**config.mk**
```make
export PLATFORM = sky130hd
export DESIGN_NAME = process_ready_io_queues
export DESIGN_NICKNAME = d
export VERILOG_FILES = /design/src/prq_pkg.sv /design/src/prq_cell.sv /design/src/prq_queue.sv /design/src/process_ready_io_queues.sv
export SDC_FILE = /design/constraint.sdc
export NUM_CORES = 2
export LEC_CHECK = 0
export ABC_AREA = 1
export BUFFER_PORTS_ARGS = -buffer_cell sky130_fd_sc_hd__buf_4
export CAP_MARGIN = 20
export CORE_UTILIZATION = 35
export CTS_CLUSTER_DIAMETER = 100
export DETAILED_ROUTE_END_ITERATION = 10
export GPL_ROUTABILITY_DRIVEN = 0
export PLACE_DENSITY = 0.56
export SLEW_MARGIN = 20
export SYNTH_ARGS = -nofsm -noshare
export SYNTH_HDL_FRONTEND = slang
export SYNTH_SLANG_ARGS = --single-unit
```
**constraint.sdc**
```tcl
create_clock -name i_clk -period 5 [get_ports i_clk]
set_clock_uncertainty 0.1 [all_clocks]
set_input_delay 1 -clock i_clk [delete_from_list [all_inputs] [get_ports i_clk]]
set_output_delay 1 -clock i_clk [all_outputs]
set_load 0.03 [all_outputs]
```
**src/prq_pkg.sv**
```systemverilog
// Shared types and constants for the ready / I/O process queues.
// Holds field widths, command and status codes, and the word structs.
// No dependencies.
`default_nettype none

package prq_pkg;

    // Field widths of the command and result words
    localparam int FUNC_W = 3;
    localparam int PID_W  = 16;
    localparam int IDX_W  = 4;
    localparam int STAT_W = 3;
    localparam int CNT_W  = 5;

    // Default sizing
    localparam int DEF_MAX_PROCS = 16;
    localparam int DEF_ID_WIDTH  = 16;

    // Command codes
    typedef logic [FUNC_W-1:0] t_func;
    localparam t_func FN_CREATE   = 3'd0;
    localparam t_func FN_REQ_IO   = 3'd1;
    localparam t_func FN_DONE_IO  = 3'd2;
    localparam t_func FN_KILL     = 3'd3;
    localparam t_func FN_RD_READY = 3'd4;
    localparam t_func FN_RD_IO    = 3'd5;

    // Status codes
    typedef logic [STAT_W-1:0] t_status;
    localparam t_status ST_OK        = 3'd0;
    localparam t_status ST_NOT_FOUND = 3'd1;
    localparam t_status ST_NOT_READY = 3'd2;
    localparam t_status ST_NOT_IO    = 3'd3;
    localparam t_status ST_FULL      = 3'd4;
    localparam t_status ST_EXHAUSTED = 3'd5;
    localparam t_status ST_BAD_INDEX = 3'd6;

    // Command word
    typedef struct packed {
        t_func             func;
        logic [PID_W-1:0]  pid;
        logic [IDX_W-1:0]  index;
    } t_cmd;

    // Result word
    typedef struct packed {
        t_status           status;
        logic [PID_W-1:0]  result_pid;
        logic [CNT_W-1:0]  ready_count;
        logic [CNT_W-1:0]  io_count;
    } t_result;

    // Per-queue control from the sequencer to the cell row
    typedef struct packed {
        logic cap;      // capture match flags against the key
        logic remove;   // close the gap at the matched entry
        logic push;     // append at the tail
    } t_q_ctrl;

endpackage

`default_nettype wire

```
**src/prq_cell.sv**
```systemverilog
// One queue entry: holds an id, registers its match flag, shifts from its neighbor.
// Depends on prq_pkg.
`default_nettype none

module prq_cell #(
    parameter int ID_WIDTH = prq_pkg::DEF_ID_WIDTH
) (
    input  wire logic                     i_clk,
    input  wire prq_pkg::t_q_ctrl         i_ctrl,
    input  wire logic [prq_pkg::PID_W-1:0] i_key,
    input  wire logic                     i_live,
    input  wire logic                     i_wr_sel,
    input  wire logic [ID_WIDTH-1:0]      i_wr_id,
    input  wire logic [ID_WIDTH-1:0]      i_nbr_id,
    input  wire logic                     i_gap,
    output logic      [ID_WIDTH-1:0]      o_id,
    output logic                          o_hit,
    output logic                          o_gap
);
    import prq_pkg::*;

    localparam int CMP_W = (ID_WIDTH > PID_W) ? ID_WIDTH : PID_W;

    logic [ID_WIDTH-1:0] r_id;
    logic                r_hit;

    // Gap starts at the matched entry and runs toward the tail
    assign o_gap = i_gap | r_hit;
    assign o_id  = r_id;
    assign o_hit = r_hit;

    // Capture match, then append or shift down
    always_ff @(posedge i_clk) begin
        if (i_ctrl.cap) begin
            r_hit <= i_live && (CMP_W'(r_id) == CMP_W'(i_key));
        end
        if (i_ctrl.push && i_wr_sel) begin
            r_id <= i_wr_id;
        end else if (i_ctrl.remove && o_gap) begin
            r_id <= i_nbr_id;
        end
    end

endmodule

`default_nettype wire

```
**src/prq_queue.sv**
```systemverilog
// One ordered id queue built as a row of prq_cell entries plus a length register.
// Depends on prq_pkg and prq_cell.
`default_nettype none

module prq_queue #(
    parameter int MAX_PROCS = prq_pkg::DEF_MAX_PROCS,
    parameter int ID_WIDTH  = prq_pkg::DEF_ID_WIDTH,
    parameter int LEN_W     = $clog2(MAX_PROCS + 1)
) (
    input  wire logic                      i_clk,
    input  wire logic                      i_rst_n,
    input  wire prq_pkg::t_q_ctrl          i_ctrl,
    input  wire logic [prq_pkg::PID_W-1:0] i_key,
    input  wire logic [ID_WIDTH-1:0]       i_wr_id,
    input  wire logic [prq_pkg::IDX_W-1:0] i_index,
    output logic                           o_found,
    output logic                           o_idx_ok,
    output logic      [LEN_W-1:0]          o_len,
    output logic      [ID_WIDTH-1:0]       o_rd_id
);
    import prq_pkg::*;

    localparam int RD_N = (MAX_PROCS < 2**IDX_W) ? MAX_PROCS : 2**IDX_W;
    localparam int IW   = (LEN_W > IDX_W) ? LEN_W : IDX_W;

    logic [LEN_W-1:0]    r_len;
    logic [ID_WIDTH-1:0] ids  [MAX_PROCS];
    logic [MAX_PROCS-1:0] hits;
    logic [MAX_PROCS:0]  gaps;

    assign gaps[0] = 1'b0;

    // Row of cells, each shifting from the next one toward the head
    for (genvar i = 0; i < MAX_PROCS; i++) begin : g_cell
        logic [ID_WIDTH-1:0] nbr;
        if (i == MAX_PROCS - 1) begin : g_last
            assign nbr = ids[i];
        end else begin : g_mid
            assign nbr = ids[i+1];
        end
        prq_cell #(
            .ID_WIDTH (ID_WIDTH)
        ) u_cell (
            .i_clk    (i_clk),
            .i_ctrl   (i_ctrl),
            .i_key    (i_key),
            .i_live   (LEN_W'(i) < r_len),
            .i_wr_sel (LEN_W'(i) == r_len),
            .i_wr_id  (i_wr_id),
            .i_nbr_id (nbr),
            .i_gap    (gaps[i]),
            .o_id     (ids[i]),
            .o_hit    (hits[i]),
            .o_gap    (gaps[i+1])
        );
    end

    assign o_found  = |hits;
    assign o_len    = r_len;
    assign o_idx_ok = IW'(i_index) < IW'(r_len);

    // Select the entry at the read position
    always_comb begin
        o_rd_id = '0;
        for (int i = 0; i < RD_N; i++) begin
            if (i_index == IDX_W'(i)) begin
                o_rd_id = ids[i];
            end
        end
    end

    // Track the length
    always_ff @(posedge i_clk) begin
        if (!i_rst_n) begin
            r_len <= '0;
        end else if (i_ctrl.remove) begin
            r_len <= r_len - LEN_W'(1);
        end else if (i_ctrl.push && (r_len < LEN_W'(MAX_PROCS))) begin
            r_len <= r_len + LEN_W'(1);
        end
    end

endmodule

`default_nettype wire

```
**src/process_ready_io_queues.sv**
```systemverilog
// Ready / I/O process queues, top level: command sequencer and two cell-row queues.
// Depends on prq_pkg and prq_queue.
//
// Each command is accepted in the idle state and run in the busy state. At the edge
// that accepts it (start high, busy low) each queue cell compares its id with the
// command's pid and registers a match flag; busy is high for the following cycle,
// at whose end the matched entry is removed by shifting the cells behind it one
// place toward the head and the tail push is written. The result word is on
// o_result for exactly the next cycle with o_result_valid high; the receiver cannot
// stall it, and a new command may be accepted in that same cycle, but none while
// busy. ready_count and io_count give the queue lengths after the command. Reset
// is synchronous and active low; queue entries are not cleared, only the lengths,
// the id counter, the state and the result strobe.
`default_nettype none

module process_ready_io_queues #(
    parameter int MAX_PROCS = prq_pkg::DEF_MAX_PROCS,
    parameter int ID_WIDTH  = prq_pkg::DEF_ID_WIDTH
) (
    input  wire logic             i_clk,
    input  wire logic             i_rst_n,
    input  wire logic             start,
    output logic                  busy,
    input  wire prq_pkg::t_cmd    i_cmd,
    output logic                  o_result_valid,
    output prq_pkg::t_result      o_result
);
    import prq_pkg::*;

    localparam int LEN_W = $clog2(MAX_PROCS + 1);
    localparam int SUM_W = LEN_W + 1;

    typedef enum logic {S_IDLE, S_EXEC} t_state;

    t_state              r_state;
    t_cmd                r_cmd;
    logic [ID_WIDTH-1:0] r_next_id;
    logic                r_done;
    t_status             r_status;
    logic [PID_W-1:0]    r_rpid;

    logic [ID_WIDTH-1:0] n_next_id;
    t_status             n_status;
    logic [PID_W-1:0]    n_rpid;

    t_q_ctrl             rq_ctrl, io_ctrl;
    logic [ID_WIDTH-1:0] rq_wr_id;
    logic                rq_found, io_found, rq_idx_ok, io_idx_ok;
    logic [LEN_W-1:0]    rq_len, io_len;
    logic [ID_WIDTH-1:0] rq_rd_id, io_rd_id;
    logic                accept, full;

    assign busy   = (r_state == S_EXEC);
    assign accept = start && !busy;
    assign full   = (SUM_W'(rq_len) + SUM_W'(io_len)) >= SUM_W'(MAX_PROCS);

    // Decode the held command and steer both queues
    always_comb begin
        rq_ctrl     = '0;
        io_ctrl     = '0;
        rq_ctrl.cap = accept;
        io_ctrl.cap = accept;
        rq_wr_id    = ID_WIDTH'(r_cmd.pid);
        n_next_id   = r_next_id;
        n_status    = ST_OK;
        n_rpid      = '0;
        if (busy) begin
            unique case (r_cmd.func)
                FN_CREATE: begin
                    if (full) begin
                        n_status = ST_FULL;
                    end else if (r_next_id == '0) begin
                        n_status = ST_EXHAUSTED;
                    end else begin
                        rq_ctrl.push = 1'b1;
                        rq_wr_id     = r_next_id;
                        n_rpid       = PID_W'(r_next_id);
                        n_next_id    = (r_next_id == '1) ? '0 : r_next_id + ID_WIDTH'(1);
                    end
                end
                FN_REQ_IO: begin
                    if (rq_found) begin
                        rq_ctrl.remove = 1'b1;
                        io_ctrl.push   = 1'b1;
                    end else if (io_found) begin
                        n_status = ST_NOT_READY;
                    end else begin
                        n_status = ST_NOT_FOUND;
                    end
                end
                FN_DONE_IO: begin
                    if (io_found) begin
                        io_ctrl.remove = 1'b1;
                        rq_ctrl.push   = 1'b1;
                    end else begin
                        n_status = ST_NOT_IO;
                    end
                end
                FN_KILL: begin
                    if (rq_found) begin
                        rq_ctrl.remove = 1'b1;
                    end else if (io_found) begin
                        io_ctrl.remove = 1'b1;
                    end else begin
                        n_status = ST_NOT_FOUND;
                    end
                end
                FN_RD_READY: begin
                    if (rq_idx_ok) begin
                        n_rpid = PID_W'(rq_rd_id);
                    end else begin
                        n_status = ST_BAD_INDEX;
                    end
                end
                FN_RD_IO: begin
                    if (io_idx_ok) begin
                        n_rpid = PID_W'(io_rd_id);
                    end else begin
                        n_status = ST_BAD_INDEX;
                    end
                end
                default: begin
                    n_status = ST_OK;
                end
            endcase
        end
    end

    // Hold state, id counter and the result word
    always_ff @(posedge i_clk) begin
        if (!i_rst_n) begin
            r_state   <= S_IDLE;
            r_done    <= 1'b0;
            r_next_id <= ID_WIDTH'(1);
        end else begin
            r_done    <= busy;
            r_next_id <= n_next_id;
            unique case (r_state)
                S_IDLE: begin
                    if (start) begin
                        r_state <= S_EXEC;
                    end
                end
                S_EXEC: begin
                    r_state <= S_IDLE;
                end
                default: begin
                    r_state <= S_IDLE;
                end
            endcase
        end
        if (accept) begin
            r_cmd <= i_cmd;
        end
        if (busy) begin
            r_status <= n_status;
            r_rpid   <= n_rpid;
        end
    end

    prq_queue #(
        .MAX_PROCS (MAX_PROCS),
        .ID_WIDTH  (ID_WIDTH),
        .LEN_W     (LEN_W)
    ) u_ready (
        .i_clk    (i_clk),
        .i_rst_n  (i_rst_n),
        .i_ctrl   (rq_ctrl),
        .i_key    (i_cmd.pid),
        .i_wr_id  (rq_wr_id),
        .i_index  (r_cmd.index),
        .o_found  (rq_found),
        .o_idx_ok (rq_idx_ok),
        .o_len    (rq_len),
        .o_rd_id  (rq_rd_id)
    );

    prq_queue #(
        .MAX_PROCS (MAX_PROCS),
        .ID_WIDTH  (ID_WIDTH),
        .LEN_W     (LEN_W)
    ) u_io (
        .i_clk    (i_clk),
        .i_rst_n  (i_rst_n),
        .i_ctrl   (io_ctrl),
        .i_key    (i_cmd.pid),
        .i_wr_id  (ID_WIDTH'(r_cmd.pid)),
        .i_index  (r_cmd.index),
        .o_found  (io_found),
        .o_idx_ok (io_idx_ok),
        .o_len    (io_len),
        .o_rd_id  (io_rd_id)
    );

    // Drive the result word; lengths are already updated in the strobe cycle
    assign o_result_valid         = r_done;
    assign o_result.status        = r_status;
    assign o_result.result_pid    = r_rpid;
    assign o_result.ready_count   = CNT_W'(rq_len);
    assign o_result.io_count      = CNT_W'(io_len);

endmodule

`default_nettype wire

```
# Word-level counts from Yosys, hierarchy flattened
# Index checks and enable logic that the tools add are counted.
dict set report classes {
  magnitude_cmp 37
  bitwise 31
  div 0
  n_mul 0
  add_sub_neg 6
  eq_ne 83
  n_mux 129
  shift 0
  n_reduce_logical 139
}
# operator count
set ops {}
lappend ops {{two-way mux 16 bit} 101}
lappend ops {{== test 16 bit} 32}
lappend ops {{logical AND 1 bit} 97}
lappend ops {{== test 4 x 5 -> 1 bit, first input constant} 16}
lappend ops {{< comparator 4 x 5 -> 1 bit, first input constant} 16}
lappend ops {{nonzero test 2 bit} 32}
lappend ops {{case mux 16 bit (3 select lines)} 1}
lappend ops {{== test 3 x 5 -> 1 bit, first input constant} 8}
lappend ops {{< comparator 3 x 5 -> 1 bit, first input constant} 8}
lappend ops {{== test 4 bit, second input constant} 8}
lappend ops {{OR reduction 16 bit} 2}
lappend ops {{bitwise OR 1 bit} 28}
lappend ops {{== test 2 x 5 -> 1 bit, first input constant} 4}
lappend ops {{< comparator 1 x 5 -> 1 bit, first input constant} 4}
lappend ops {{< comparator 2 x 5 -> 1 bit, first input constant} 4}
lappend ops {{two-way mux 5 bit} 4}
lappend ops {{case mux 3 bit (6 select lines)} 1}
lappend ops {{adder 16 x 1 -> 16 bit, second input constant} 1}
lappend ops {{== test 16 bit, second input constant} 1}
lappend ops {{== test 4 x 3 -> 1 bit, second input constant} 4}
lappend ops {{zero test 16 bit} 1}
lappend ops {{two-way mux 3 bit} 5}
lappend ops {{adder 5 x 1 -> 5 bit, second input constant} 2}
lappend ops {{== test 1 x 5 -> 1 bit, first input constant} 2}
lappend ops {{20 further kinds} 43}
dict set report totals {
  latchBits 0
  rom_bits 0
  mem_count 0
  inputBits 26
  out_inout_bits 31
  elab_cells 499
  mem_bits_rw 0
  register_bits 614
}

# Logic depth before layout (Yosys ltp)
dict set report depth {
  word_depth 19
  depth_mapped 16
  depth_no_buf 15
}

# Hierarchy
# A second synthesis with hierarchy kept.
dict set report unflattened {
  hier_cells 5122
  hier_area_um2 43031.3
}
# mod seq_area_each_um2 n_inst area_per_inst_um2 cells_per_inst
set modules_own_cells {}
lappend modules_own_cells {prq_cell 510.5 32 1063.5 109}
lappend modules_own_cells {prq_queue 100.1 2 2919.0 633}
lappend modules_own_cells {process_ready_io_queues 1621.6 1 3160.5 368}

# Worst setup path after synthesis
# OpenSTA, ideal clock, no wires.
dict set report synth_path {
  path_kind {input port to flip-flop}
  start {input port start}
  end {register r_cmd[0] (netlist name) (enable)}
  setup_time_ns 0.469
  cell_stages 2
  t_required_ns 4.431
  setup_slack_ns 1.065
  t_arrival_ns 3.366
  n_path_buf 0
  path_cell_list {inv_1 -> nor2_1}
}
dict set report synth_between {
  elab_chain_len 1
}
# item line_no
set synth_lines {}
lappend synth_lines {{from (decl)} process_ready_io_queues.sv:22} ;# input wire logic start,
lappend synth_lines {{logical AND 1 bit} process_ready_io_queues.sv:54} ;# assign accept = start && !busy;
lappend synth_lines {{named net accept} process_ready_io_queues.sv:51} ;# logic accept, full;
lappend synth_lines {{to (signal assigned)} process_ready_io_queues.sv:153} ;# r_cmd <= i_cmd;
lappend synth_lines {{to (decl)} process_ready_io_queues.sv:36} ;# t_cmd r_cmd;
# The timed path passes the listed nets, and every way through them passes these cells.
# A chain may end at the register's enable or synchronous reset.

# Worst setup path after layout
dict set report layout_path {
  start {register u_io.r_len[1] (netlist: u_io.o_len[1])}
  end {register u_ready.g_cell[5].u_cell.r_id[8], data pin}
}
dict set report layout_between {
  elab_cells_between_ends 10
  classes_between {add/sub: 1; order compare: 1; mux: 7; reduce/logical: 1}
}
# item line_no
set layout_lines {}
lappend layout_lines {{from (decl)} prq_queue.sv:26} ;# logic [LEN_W-1:0] r_len;
lappend layout_lines {{from (signal assigned)} prq_queue.sv:77} ;# r_len <= r_len - LEN_W'(1);
lappend layout_lines {{from (signal assigned)} prq_queue.sv:79} ;# r_len <= r_len + LEN_W'(1);
lappend layout_lines {{adder 5 x 5 -> 6 bit} process_ready_io_queues.sv:55} ;# assign full = (SUM_W'(rq_len) + SUM_W'(io_len)) >= SUM_W'(MAX_PROCS);
lappend layout_lines {{>= comparator 6 x 5 -> 1 bit} process_ready_io_queues.sv:55}
lappend layout_lines {{two-way mux 16 bit} process_ready_io_queues.sv:70} ;# if (full) begin
lappend layout_lines {{two-way mux 16 bit} process_ready_io_queues.sv:68} ;# unique case (r_cmd.func)
lappend layout_lines {{two-way mux 16 bit} process_ready_io_queues.sv:67} ;# if (busy) begin
lappend layout_lines {{named net rq_wr_id[8]} process_ready_io_queues.sv:47} ;# logic [ID_WIDTH-1:0] rq_wr_id;
lappend layout_lines {{two-way mux 16 bit} prq_cell.sv:37} ;# if (i_ctrl.push && i_wr_sel) begin
lappend layout_lines {{to (signal assigned)} prq_cell.sv:38} ;# r_id <= i_wr_id;
lappend layout_lines {{to (signal assigned)} prq_cell.sv:40} ;# r_id <= i_nbr_id;
lappend layout_lines {{to (decl)} prq_cell.sv:24} ;# logic [ID_WIDTH-1:0] r_id;
# The timed path passes the listed nets, and every way through them passes these cells.

==> run_results.csv <==
group,metric,value,unit
global_routing,overflow,0,
sta,worst_slew_pin_slew,1130,ps
sta,setup_tns,0,ps
yosys,yosysWarnings,0,
routing,met3_length,23400,um
place,dp_hpwl,116000,um
yosys,postSynthCellCount,4396,
clock_tree,cts.reportedPaths.clkPinSlew,60,ps
floorplan,dieArea,107000,um^2
pwr,power.density,300,nW/um^2
sta,timing.fmax,258,MHz
global_routing,groute.usage.overall,30.1,%
pwr,total_power,12300,uW
sta,rsz0062_at_grt,"false",
flow_run,cap_viol_max_count,0,
critical_path,crit_type,"flop to flop",
clock_tree,clk_latency,670,ps
yosys,async_flop_share,0,%
finish,final_cell_mix,"nand2_1 (1229), edfxtp_1 (586), o21ai_1 (316), inv_1 (311), o21ai_0 (272)",
sta,max_slew_margin,24.7,%
global_routing,grt_pass1_wl,233000,um
clock_tree,cts_buffers,73,
place,numPortBuffers,56,
status,status,"finished, final reports clean",
sta,fin_hold_ws,407,ps
routing,vias_per_cell,6.02,
yosys,ys_types,58,
yosys,yosys.area.top_type,"edfxtp_1",
clock_tree,cts_sinks,614,
routing,post-route-drc-count,0,
sta,min_period,3880,ps
sta,slew_viol_final,0,
clock_tree,clock_path_buffers,3,
routing,vias,34900,
floorplan,start_util,35.5,%
clock_tree,cts_setup_buffers,0,
routing,highest_layer,"met5",
finish,layout-drive-gt1-share,9.77,%
floorplan,die_w,327,um
finish,fillers,10600,
yosys,syn_avg_cell_area,8.41,um^2
routing,drt_first_pass_iters,9,
routing,wl_per_cell,28.5,um
pwr,power.share.switching,28.0,%
floorplan,rows,118,
routing,antenna_left,0,
clock_tree,post_cts_resized,0,
sta,finalHoldViolCount,0,
finish,syn_to_final_growth,10.6,%
critical_path,crit_fanout,23,
floorplan,core_area,104000,um^2
yosys,ys_ff_latch,614,
sta,finalSetupViolCount,0,
routing,wl,165000,um
critical_path,required,5240,ps
routing,wl_met2,69300,um
clock_tree,cts_tree,"yes",
pwr,irDropWorstVdd,0.000233,V
critical_path,critPathCaptureType,"flop",
global_routing,antenna_found_initial,2,
critical_path,r2r-start,"u_io.o_len[1]$_SDFFE_PN0P_",
routing,wl_met1,64600,um
pwr,leakagePower,0.0158,uW
pwr,p_int,8850,uW
floorplan,num_io_pins,57,
critical_path,r2r_slack,1120,ps
finish,antennaDiodeCount,0,
yosys,netlist_area,37000,um^2
pwr,p_sw,3440,uW
pwr,clock_power_share,42.3,%
pwr,comb_power_share,10.6,%
floorplan,die-height,327,um
yosys,synthTopCellsByArea,"edfxtp_1 (48%), nand2_1 (12%), o21ai_1 (4.1%)",
finish,final_common_cell,"nand2_1",
finish,layout.nets,4412,
global_routing,grt_max_degree,40,
sta,finalCritPeriodShare,77.6,%
routing,first_iter_violations,6249,
pwr,power_frac_seq,47.1,%
yosys,synth_flop_cell,"edfxtp_1",
critical_path,critical_path_arrival,4120,ps
yosys,synth_edf_count,586,
yosys,yosysSeqAreaShare,49.1,%
clock_tree,clock_tree.root_cell,"clkbuf_16",
global_routing,grt_pass1_vias,31600,
worst_hold_path,hp-class,"input port to flop",
yosys,synth_top_cell_area_share,47.6,%
clock_tree,htreeDepth,3,
worst_hold_path,worstHoldStart,"i_cmd[22]",
critical_path,startpoint_type,"flop",
yosys,syn-num-nets,4444,
clock_tree,hold_buffers,0,
finish,final_core_util,39.3,%
critical_path,worstSetupStartpoint,"u_io.o_len[1]$_SDFFE_PN0P_",
[worst max-delay path: stages (launching register included)]
cell and delay, ps:
dfxtp_1 560, ha_1 310, nand3_1 80, nand2_1 60, a21oi_1 140, o21a_2 160, nand2_2 70, nor2_4 380
nand2_4 270, inv_6 310, o22ai_2 170, inv_1 710, o21ai_0 210
[Yosys cell counts, types with 12 or more instances]
cell type	count
o22ai_1	106
xnor2_1	69
buf_6	17
o21ai_0	285
inv_2	19
or2_2	63
a211oi_1	13
a221oi_1	89
nor3_1	45
xor2_1	114
nand2_2	13
o21ai_1	303
dfxtp_1	28
nand2_1	1229
clkbuf_1	139
edfxtp_1	586
nor4_1	54
nor2_1	259
inv_1	312
nand3_1	198
nand2_4	12
buf_1	25
nand4_1	105
o22ai_2	12
a21oi_1	97
buf_4	32
ha_1	22
buf_2	61
[power groups by stage]
stage | registers, uW | clock network (uW) | logic [uW]
after CTS | 5780 | 5200 | 1240
after global placement | 5890 | 0 | 1230
after floorplan | 5860 | 0 | 638
after detailed placement | 5880 | 0 | 1240
final | 5790 | 5200 | 1300
after global routing | 5790 | 5400 | 1330
[kinds of logic (layout without fill, tap and decap cells)]
kind of cell | count (synthesis) | count (layout) | synth area share [%]
compound gates | 950 | 950 | 14.9
flops | 614 | 614 | 49.1
xor+xnor | 183 | 183 | 4.33
simple gates | 2010 | 2010 | 23.7
buf+inv | 617 | 641 | 7.25
fa+ha+maj | 22 | 22 | 0.744
[metrics by stage]
step / instances / setup slack (ps) / area (um^2)
finish: 5800 / 1120 / 40900
CTS: 5800 / 1270 / 40900
global route: 5800 / 1010 / 40900
detailed placement: 5669 / 1300 / 38700
global placement: 5668 / 1450 / 38600
floorplan: 4396 / 1060 / 37000
[metal layers]
metal	track usage (%)	vias up
met3	8.80	493
met4	12.6	4
met5	0	-
met1	41.2	16600
met2	44.4	2700
li1	-	15200
[flip-flops by register name, indices dropped and copies added (netlist names)]
register                     count
busy                             1
o_result_valid                   1
r_cmd                           23
r_next_id                       16
r_rpid                          16
r_status                         3
u_io.g_cell.u_cell.o_hit        16
u_io.g_cell.u_cell.o_id        256
u_io.o_len                       5
u_ready.g_cell.u_cell.o_hit     16
u_ready.g_cell.u_cell.o_id     256
u_ready.o_len                    5
[path summary, 6_finish.rpt]
check / to / cells past startpoint
worst max register to register: u_ready.g_cell[5].u_cell.o_id[8]$_DFFE_PP_ / 12
worst max-delay path: u_ready.g_cell[5].u_cell.o_id[8]$_DFFE_PP_ / 12
worst min register to register: r_next_id[14]$_SDFFE_PN0P_ / 2
worst min-delay path: r_cmd[22]$_DFFE_PP_ / 1
[layout make-up]
type	instances	area, um^2	share of cell area, %
sequential	614	18200	44.4
multi-input combinational	3165	16200	39.6
clock buffer	98	1990	4.87
tap	1380	1730	4.22
inverter	342	1310	3.20
timing repair buffer	168	1270	3.11
clock inverter	33	228	0.557
Power figures use the tool's default switching activity.
